==> config.mk <==
export PLATFORM = sky130hd
export DESIGN_NAME = esc_throttle_shaper
export DESIGN_NICKNAME = d
export VERILOG_FILES = /design/src/rtl/esc_pkg.sv /design/src/rtl/esc_throttle_shaper.sv
export SDC_FILE = /design/constraint.sdc
export NUM_CORES = 1
export LEC_CHECK = 0
export BUFFER_PORTS_ARGS = -buffer_cell sky130_fd_sc_hd__clkbuf_2
export CAP_MARGIN = 30
export CORE_ASPECT_RATIO = 0.9
export CORE_MARGIN = 2
export CORE_UTILIZATION = 40
export CTS_CLUSTER_SIZE = 20
export DETAILED_ROUTE_END_ITERATION = 10
export GPL_TIMING_DRIVEN = 0
export PLACE_DENSITY = 0.62
export SLEW_MARGIN = 5
export SYNTH_ARGS = -nofsm -noshare
export SYNTH_HDL_FRONTEND = slang
export SYNTH_SLANG_ARGS = --single-unit
==> constraint.sdc <==
create_clock -name clk -period 14.8 [get_ports clk]
set_input_delay 1.48 -clock clk [delete_from_list [all_inputs] [get_ports clk]]
set_output_delay 1.48 -clock clk [all_outputs]
set_load 0.03 [all_outputs]
==> src/rtl/esc_pkg.sv <==
// ----------------------------------------------------------------------------
// esc_pkg: shared constants for the throttle shaper
// Register indexes, battery thresholds and servo pulse constants.
// ----------------------------------------------------------------------------
package esc_pkg;

  // Configuration register indexes
  typedef enum logic [2:0] {
    REG_IDLE_BAND    = 3'd0,
    REG_LIMIT_LEVEL  = 3'd1,
    REG_FORWARD_GAIN = 3'd2,
    REG_REVERSE_GAIN = 3'd3,
    REG_FORWARD_MAX  = 3'd4,
    REG_REVERSE_MAX  = 3'd5,
    REG_SLEW_STEP    = 3'd6,
    REG_IDLE_TIMEOUT = 3'd7
  } reg_idx_t;

  // Battery hysteresis thresholds in percent
  localparam logic [6:0] BATT_LOW_PCT  = 7'd30;
  localparam logic [6:0] BATT_HIGH_PCT = 7'd60;

  // Servo pulse: base plus span scaled over the 16-bit drive range
  localparam logic [20:0] PULSE_BASE_NS = 21'd1000000;
  localparam logic [18:0] PULSE_SPAN_NS = 19'd500000;

  // Magnitude ceiling of the negative drive limit
  localparam logic [16:0] REV_LIMIT_CAP = 17'd32768;

  // Bits of the shared serial multiplier
  localparam int MUL_BITS = 16;
  localparam int ACC_BITS = 35;

endpackage

==> src/rtl/esc_throttle_shaper.sv <==
// ----------------------------------------------------------------------------
// esc_throttle_shaper: radio throttle command to drive level and servo pulse
// Deadband, idle sleep, wake delay, low-battery limit, Q15 scaling, clamp,
// slew limiting and pulse width conversion, one control tick per item.
// ----------------------------------------------------------------------------
// Usage:
//   in_*   : one control tick per transfer. tdata = command[15:0],
//            link_alive[16], battery_percent[23:17].
//   out_*  : one result per tick. tdata = pulse_ns[20:0], motor_enable[21],
//            drive_out[37:22], power_limited[38].
//   cfg_*  : register writes (index, data), always ready; write only when
//            the block is idle.
// Sequence: deadband, sleep and limit logic settle at the input transfer,
// then the bit-serial multiplier does the Q15 scaling, clamp and slew
// follow in ST_SLEW, the multiplier works out the pulse width and ST_DONE
// loads the output register. The next tick is taken once the block is back
// in ST_IDLE. The shared one-bit-per-cycle multiplier paces each item; one
// item is in work at a time.
// Reset: registers return to their defaults, motor asleep, drive level 0.
// Stall: a result waits in the output register; the next tick is taken
// meanwhile, and its result is held back until the output is free.
// ----------------------------------------------------------------------------
module esc_throttle_shaper
  import esc_pkg::*;
#(
  parameter int START_DELAY_TICKS = 160
) (
  input  logic        clk,
  input  logic        rst_n,
  input  logic        in_tvalid,
  output logic        in_tready,
  input  logic [23:0] in_tdata,   // command[15:0], link_alive, battery_percent[6:0]
  output logic        out_tvalid,
  input  logic        out_tready,
  output logic [39:0] out_tdata,  // pulse_ns[20:0], motor_enable, drive_out[15:0],
                                  // power_limited, zero pad
  input  logic        cfg_valid,
  output logic        cfg_ready,
  input  logic [2:0]  cfg_index,
  input  logic [15:0] cfg_data
);

  typedef enum logic [2:0] {
    ST_IDLE, ST_MUL1, ST_SLEW, ST_MUL2, ST_DONE
  } state_t;

  state_t state_r;

  // Configuration registers
  logic [14:0] idle_band_r, limit_level_r, forward_max_r, slew_step_r;
  logic [15:0] forward_gain_r, reverse_gain_r, reverse_max_r, idle_timeout_r;

  // Tick state
  logic              sleeping_r;
  logic [15:0]       quiet_r;
  logic [7:0]        wake_r;
  logic              limit_r;
  logic signed [15:0] drive_r;

  // Work registers
  logic              neg_r, scale_r;
  logic [16:0]       tmag_r;
  logic [15:0]       mpl_r;
  logic [18:0]       mcand_r;
  logic [ACC_BITS-1:0] acc_r;
  logic [3:0]        cnt_r;

  // Output register
  logic              out_valid_r;
  logic [39:0]       out_data_r;

  assign cfg_ready  = 1'b1;
  assign in_tready  = (state_r == ST_IDLE);
  assign out_tvalid = out_valid_r;
  assign out_tdata  = out_data_r;

  // Input fields
  logic signed [15:0] in_cmd;
  logic               in_link;
  logic [6:0]         in_batt;
  assign in_cmd  = in_tdata[15:0];
  assign in_link = in_tdata[16];
  assign in_batt = in_tdata[23:17];

  // Front stage: deadband, sleep timer, wake, limit, direction
  logic signed [16:0] cmd_s, band_s, lim_s, t_s, prev_mag;
  logic               is_idle, pre_sleep, pre_lim, pre_pos, pre_neg;
  logic [15:0]        pre_quiet, q_inc;
  logic [7:0]         wake_tmp, pre_wake;
  logic [16:0]        pre_mag;
  logic [15:0]        pre_over;

  always_comb begin
    cmd_s     = in_link ? 17'(in_cmd) : 17'sd0;
    band_s    = $signed({2'b00, idle_band_r});
    prev_mag  = drive_r[15] ? -17'(drive_r) : 17'(drive_r);
    is_idle   = (cmd_s >= -band_s) && (cmd_s <= band_s);
    pre_sleep = sleeping_r;
    pre_quiet = quiet_r;
    wake_tmp  = wake_r;
    q_inc     = (quiet_r != 16'hFFFF) ? quiet_r + 16'd1 : quiet_r;
    if (is_idle) begin
      cmd_s = 17'sd0;
      if (prev_mag > band_s) begin
        pre_quiet = 16'd0;
      end else if (q_inc > idle_timeout_r) begin
        pre_sleep = 1'b1;
        pre_quiet = 16'd0;
      end else begin
        pre_quiet = q_inc;
      end
    end else if (sleeping_r) begin
      pre_sleep = 1'b0;
      wake_tmp  = 8'(START_DELAY_TICKS);
    end
    // Battery hysteresis, then clamp
    pre_lim = limit_r;
    if (in_batt < BATT_LOW_PCT)  pre_lim = 1'b1;
    if (in_batt > BATT_HIGH_PCT) pre_lim = 1'b0;
    lim_s = $signed({2'b00, limit_level_r});
    t_s   = cmd_s;
    if (pre_lim) begin
      if (t_s > lim_s)  t_s = lim_s;
      if (t_s < -lim_s) t_s = -lim_s;
    end
    // Start delay forces a zero target
    pre_wake = wake_tmp;
    if (wake_tmp != 8'd0) begin
      t_s      = 17'sd0;
      pre_wake = wake_tmp - 8'd1;
    end
    pre_pos  = t_s > band_s;
    pre_neg  = t_s < -band_s;
    pre_mag  = t_s[16] ? 17'(-t_s) : 17'(t_s);
    pre_over = 16'(pre_mag - {2'b00, idle_band_r});
  end

  // Clamp and slew stage
  logic [20:0]        s_mag;
  logic signed [20:0] s_val, fmax_s, rmax_s, d_s, lo_s, hi_s, drv_s;
  logic [16:0]        rmax;
  logic [15:0]        drv_bias;

  always_comb begin
    s_mag  = scale_r ? 21'(idle_band_r) + 21'(acc_r[34:15]) : 21'(tmag_r);
    s_val  = neg_r ? -$signed(s_mag) : $signed(s_mag);
    rmax   = ({1'b0, reverse_max_r} > REV_LIMIT_CAP) ? REV_LIMIT_CAP
                                                     : {1'b0, reverse_max_r};
    fmax_s = $signed(21'(forward_max_r));
    rmax_s = $signed(21'(rmax));
    if (s_val > fmax_s)  s_val = fmax_s;
    if (s_val < -rmax_s) s_val = -rmax_s;
    d_s  = $signed({{5{drive_r[15]}}, drive_r});
    lo_s = d_s - $signed(21'(slew_step_r));
    hi_s = d_s + $signed(21'(slew_step_r));
    if (s_val < lo_s)      drv_s = lo_s;
    else if (s_val > hi_s) drv_s = hi_s;
    else                   drv_s = s_val;
    drv_bias = {~drv_s[15], drv_s[14:0]};
  end

  // Configuration writes
  always_ff @(posedge clk) begin
    if (!rst_n) begin
      idle_band_r    <= 15'd2621;
      limit_level_r  <= 15'd28835;
      forward_gain_r <= 16'd26001;
      reverse_gain_r <= 16'd27782;
      forward_max_r  <= 15'd26542;
      reverse_max_r  <= 16'd28180;
      slew_step_r    <= 15'd327;
      idle_timeout_r <= 16'd12000;
    end else if (cfg_valid) begin
      case (reg_idx_t'(cfg_index))
        REG_IDLE_BAND:    idle_band_r    <= cfg_data[14:0];
        REG_LIMIT_LEVEL:  limit_level_r  <= cfg_data[14:0];
        REG_FORWARD_GAIN: forward_gain_r <= cfg_data;
        REG_REVERSE_GAIN: reverse_gain_r <= cfg_data;
        REG_FORWARD_MAX:  forward_max_r  <= cfg_data[14:0];
        REG_REVERSE_MAX:  reverse_max_r  <= cfg_data;
        REG_SLEW_STEP:    slew_step_r    <= cfg_data[14:0];
        REG_IDLE_TIMEOUT: idle_timeout_r <= cfg_data;
        default: ;
      endcase
    end
  end

  // Sequencer, tick state and output register
  always_ff @(posedge clk) begin
    if (!rst_n) begin
      state_r     <= ST_IDLE;
      sleeping_r  <= 1'b1;
      quiet_r     <= 16'd0;
      wake_r      <= 8'd0;
      limit_r     <= 1'b0;
      drive_r     <= 16'sd0;
      out_valid_r <= 1'b0;
      cnt_r       <= 4'd0;
    end else begin
      // Drop the result once taken, unless a new one loads now
      if (out_valid_r && out_tready && (state_r != ST_DONE)) out_valid_r <= 1'b0;
      case (state_r)
        ST_IDLE: begin
          if (in_tvalid) begin
            sleeping_r <= pre_sleep;
            quiet_r    <= pre_quiet;
            wake_r     <= pre_wake;
            limit_r    <= pre_lim;
            neg_r      <= t_s[16];
            scale_r    <= pre_pos || pre_neg;
            tmag_r     <= pre_mag;
            mpl_r      <= pre_over;
            mcand_r    <= 19'(pre_neg ? reverse_gain_r : forward_gain_r);
            acc_r      <= '0;
            cnt_r      <= 4'd0;
            state_r    <= ST_MUL1;
          end
        end
        ST_MUL1, ST_MUL2: begin
          // Shift in one multiplier bit per cycle, MSB first
          acc_r <= {acc_r[ACC_BITS-2:0], 1'b0}
                   + (mpl_r[15] ? ACC_BITS'(mcand_r) : '0);
          mpl_r <= {mpl_r[14:0], 1'b0};
          cnt_r <= cnt_r + 4'd1;
          if (cnt_r == 4'(MUL_BITS - 1)) begin
            state_r <= (state_r == ST_MUL1) ? ST_SLEW : ST_DONE;
          end
        end
        ST_SLEW: begin
          drive_r <= drv_s[15:0];
          mpl_r   <= drv_bias;
          mcand_r <= PULSE_SPAN_NS;
          acc_r   <= '0;
          cnt_r   <= 4'd0;
          state_r <= ST_MUL2;
        end
        ST_DONE: begin
          // Hold until the output register is free
          if (!out_valid_r || out_tready) begin
            out_valid_r <= 1'b1;
            out_data_r  <= {1'b0, limit_r, drive_r, ~sleeping_r,
                            sleeping_r ? 21'd0
                                       : PULSE_BASE_NS + 21'(acc_r[34:15])};
            state_r     <= ST_IDLE;
          end
        end
        default: state_r <= ST_IDLE;
      endcase
    end
  end

endmodule

==> flow_summary_export.csv <==
group,metric,value,unit
yosys,netlist_area,24700,sq um
yosys,ys_warn_count,0,
power_and_ir_drop,p_sw_frac,0.335,
setup_path,worst-setup-path-type,"reg2reg",
power_and_ir_drop,vdd_drop_max,73.4,uV
placed_design,io_buffers,71,
layout,drive_gt1_frac,0.0825,
yosys,yosysUniqueCellTypes,115,
route,drtIter0Drc,2446,
clock_network,cts.sinks,300,
setup_path,reg2reg_to,"mpl_r[15]",
sta,timing.slew.headroom,0.286,
sta,finalHoldViolations,0,
setup_path,r2r-start,"idle_band_r[0]",
yosys,synthCells,3050,
floorplanning,core_area,61100,sq um
placed_design,placed_cells,3928,
clock_network,cts_tree,"yes",
route,avgViaCountPerCell,5.79,
route,drt_wl_total,84500,microns
sta,min_period,14.13,ns
setup_path,r2r_slack,0.67,ns
power_and_ir_drop,p_int,1.61,mW
layout,final_cell_count_no_fill,3992,
clock_network,clockRootBuffer,"clkbuf_16",
global_route,grt_pass1_vias,20800,
sta,skew,0.0189,ns
flow_run,cap_violations,0,
run_status,status,"complete, no violations",
placed_design,postPlaceCellArea,26200,sq um
setup_path,worst_setup_path_end_kind,"register",
clock_network,numCtsBuffers,34,
setup_path,worstRegToRegCells,58,
min_path,hold_class,"reg2reg",
sta,setup_viol_count_final,0,
placed_design,gp_congestion,0.987,
sta,maxSlewViolCount,0,
min_path,min_to,"idle_timeout_r[12]",
sta,worst_pin_slew,1.07,ns
global_route,grt_max_degree,19,
route,first_pass_iters,6,
min_path,min_from,"idle_timeout_r[12]",
power_and_ir_drop,clock_power_share,0.353,
clock_network,clkSlewWorstSetupHoldPaths,0.06,ns
setup_path,crit_arrival,14.41,ns
min_path,hold_depth,2,
clock_network,clock_latency,0.56,ns
floorplanning,die_x,266,microns
floorplanning,row_count,86,
global_route,grt_pass1_wl,128000,microns
floorplanning,ios,91,
yosys,synth-main-ff-cell,"dfxtp_1",
layout,fin_nets,3510,
global_route,grt_use_total,0.262,
route,ant_nets,0,
yosys,ys_seq_elements,300,
setup_path,crit_fanout,10,
clock_network,hold_buffers,0,
floorplanning,fp.dieH,240,microns
layout,most-common-layout-cells,"nand2_1, ha_1, a21oi_1, nor2_1, inv_1",
layout,area_growth,10.9,%
placed_design,dp.final_hpwl,66200,microns
layout,antenna_cells,0,
power_and_ir_drop,p_comb_frac,0.262,
route,num_vias,23100,
floorplanning,initial_utilization,0.404,
clock_network,clockBufferDepth,3,
floorplanning,die_area,63700,sq um
setup_path,start_kind,"register",
clock_network,cts_htree_levels,2,
route,post-route-drc-count,0,
layout,stdcell_area,27400,sq um
power_and_ir_drop,p_sw,0.811,mW
setup_path,slowest_delay,0.78,ns
global_route,antenna_found_initial,5,
sta,fmax,70.8,MHz
yosys,async_reset_ff_frac,0,
setup_path,cp_slowest_cell,"o41ai_2",
layout,final_common_cell,"nand2_1",
route,post_drt_wl_per_cell,21.2,microns
setup_path,critical_path_required,15.07,ns
yosys,synth-edff-count,126,
yosys,synth_seq_area_share,0.294,
sta,timing.final.crit_share,0.955,
global_route,grt_overflow,0,
yosys,synth_area_per_cell,8.09,sq um
power_and_ir_drop,total_power,2.42,mW
power_and_ir_drop,seqPwrFrac,0.385,
power_and_ir_drop,leakage,11.5,nW
power_and_ir_drop,p_per_area,88.5,nW/um^2
[metal layers]
metal	vias to the layer above	global-route usage	part of all wire
li1	11200	-	-
met3	124	0.0405	0.087
met1	10900	0.378	0.46
met5	-	0	0.00038
met2	923	0.402	0.43
met4	4	0.0725	0.026
[cells in the mapped netlist (all sizes together) (27+ instances only)]
cell type / count / area, sq um
o21ai: 174 / 886
nor3: 71 / 355
mux2i: 34 / 344
xnor2: 103 / 902
nand2b: 37 / 239
clkbuf: 117 / 458
inv: 198 / 743
ha: 282 / 3530
o21a: 36 / 270
xor2: 52 / 455
edfxtp: 126 / 3780
a21oi: 253 / 1270
nand2: 412 / 1550
o211ai: 63 / 478
or3: 27 / 169
nor2: 232 / 873
nand4: 51 / 319
and2: 62 / 388
nand3: 98 / 490
dfxtp: 174 / 3480
a21o: 45 / 338
nor2b: 46 / 288
[flip-flops by register name (all words and copies together) (netlist names), 3 cells and up]
register / count
forward_gain_r: 16
slew_step_r: 15
mpl_r: 16
reverse_gain_r: 16
mcand_r: 17
forward_max_r: 15
out_tdata: 39
tmag_r: 17
acc_r: 35
reverse_max_r: 16
quiet_r: 16
idle_band_r: 15
wake_r: 8
state_r: 3
idle_timeout_r: 16
drive_r: 16
limit_level_r: 15
cnt_r: 4
[cell type report]
type	count	area, sq um
Fill cell	6136	33700
Multi-Input combinational cell	2412	16200
Sequential cell	300	7270
Tap cell	792	991
Clock buffer	42	922
Inverter	200	758
Buffer	139	604
Timing Repair Buffer	88	518
Clock inverter	19	164
[cells by family after synthesis]
logic type,Yosys count,share of synthesized area
other cells,2,0.000304
xor+xnor,157,0.0568
compound gates,784,0.208
fa+ha+maj,287,0.147
simple gates,1132,0.218
flops,300,0.294
mux,49,0.0209
buf+inv,339,0.0545
[through the flow]
step	setup TNS (ns)	setup slack [ns]	hold slack (ns)	utilization
floorplan	0	2.62	0.436	-
global placement	-2.37	-0.936	0.444	0.426
detailed placement	-0.886	-0.584	0.449	0.429
CTS	0	0.173	0.458	0.447
global route	-0.0565	-0.0565	0.475	0.448
finish	0	0.668	0.459	0.448
[how the worst max path moves through the flow]
stage,from,endpoint,slack [ns]
floorplan,in_tdata[16],mpl_r[15],2.62
global placement,in_tdata[16],mpl_r[15],-0.94
detailed placement,in_tdata[16],mpl_r[15],-0.58
CTS,idle_band_r[1],mpl_r[15],0.17
global route,idle_band_r[1],mpl_r[15],-0.06
finish,idle_band_r[0],mpl_r[15],0.67
[critical path, delay by kind of cell, from the launching register on]
| family | cells | cell delay (ns) |
|---|---|---|
| flip-flops | 1 | 0.50 |
| AND/OR/NAND/NOR | 11 | 2.37 |
| XOR/XNOR | 3 | 0.72 |
| adder cells (fa/ha/maj) | 6 | 1.65 |
| AO/OA/AOI/OAI | 32 | 7.28 |
| multiplexers | 1 | 0.33 |
| buffers and inverters | 5 | 0.98 |
[power groups by stage]
stage	registers [mW]	clock network, mW	logic [mW]
global placement	0.952	0	0.607
detailed placement	0.951	0	0.615
CTS	0.933	0.869	0.620
floorplan	0.939	0	0.436
global route	0.937	0.902	0.696
finish	0.933	0.855	0.634
[repair_timing]
action | in CTS | in global routing
gates resized for setup | 6 | 17
buffers inserted | 0 | 3
setup endpoints to repair | 3 | 6
pin swaps | 0 | 1
Note: power is estimated with default switching activity, not from simulation.
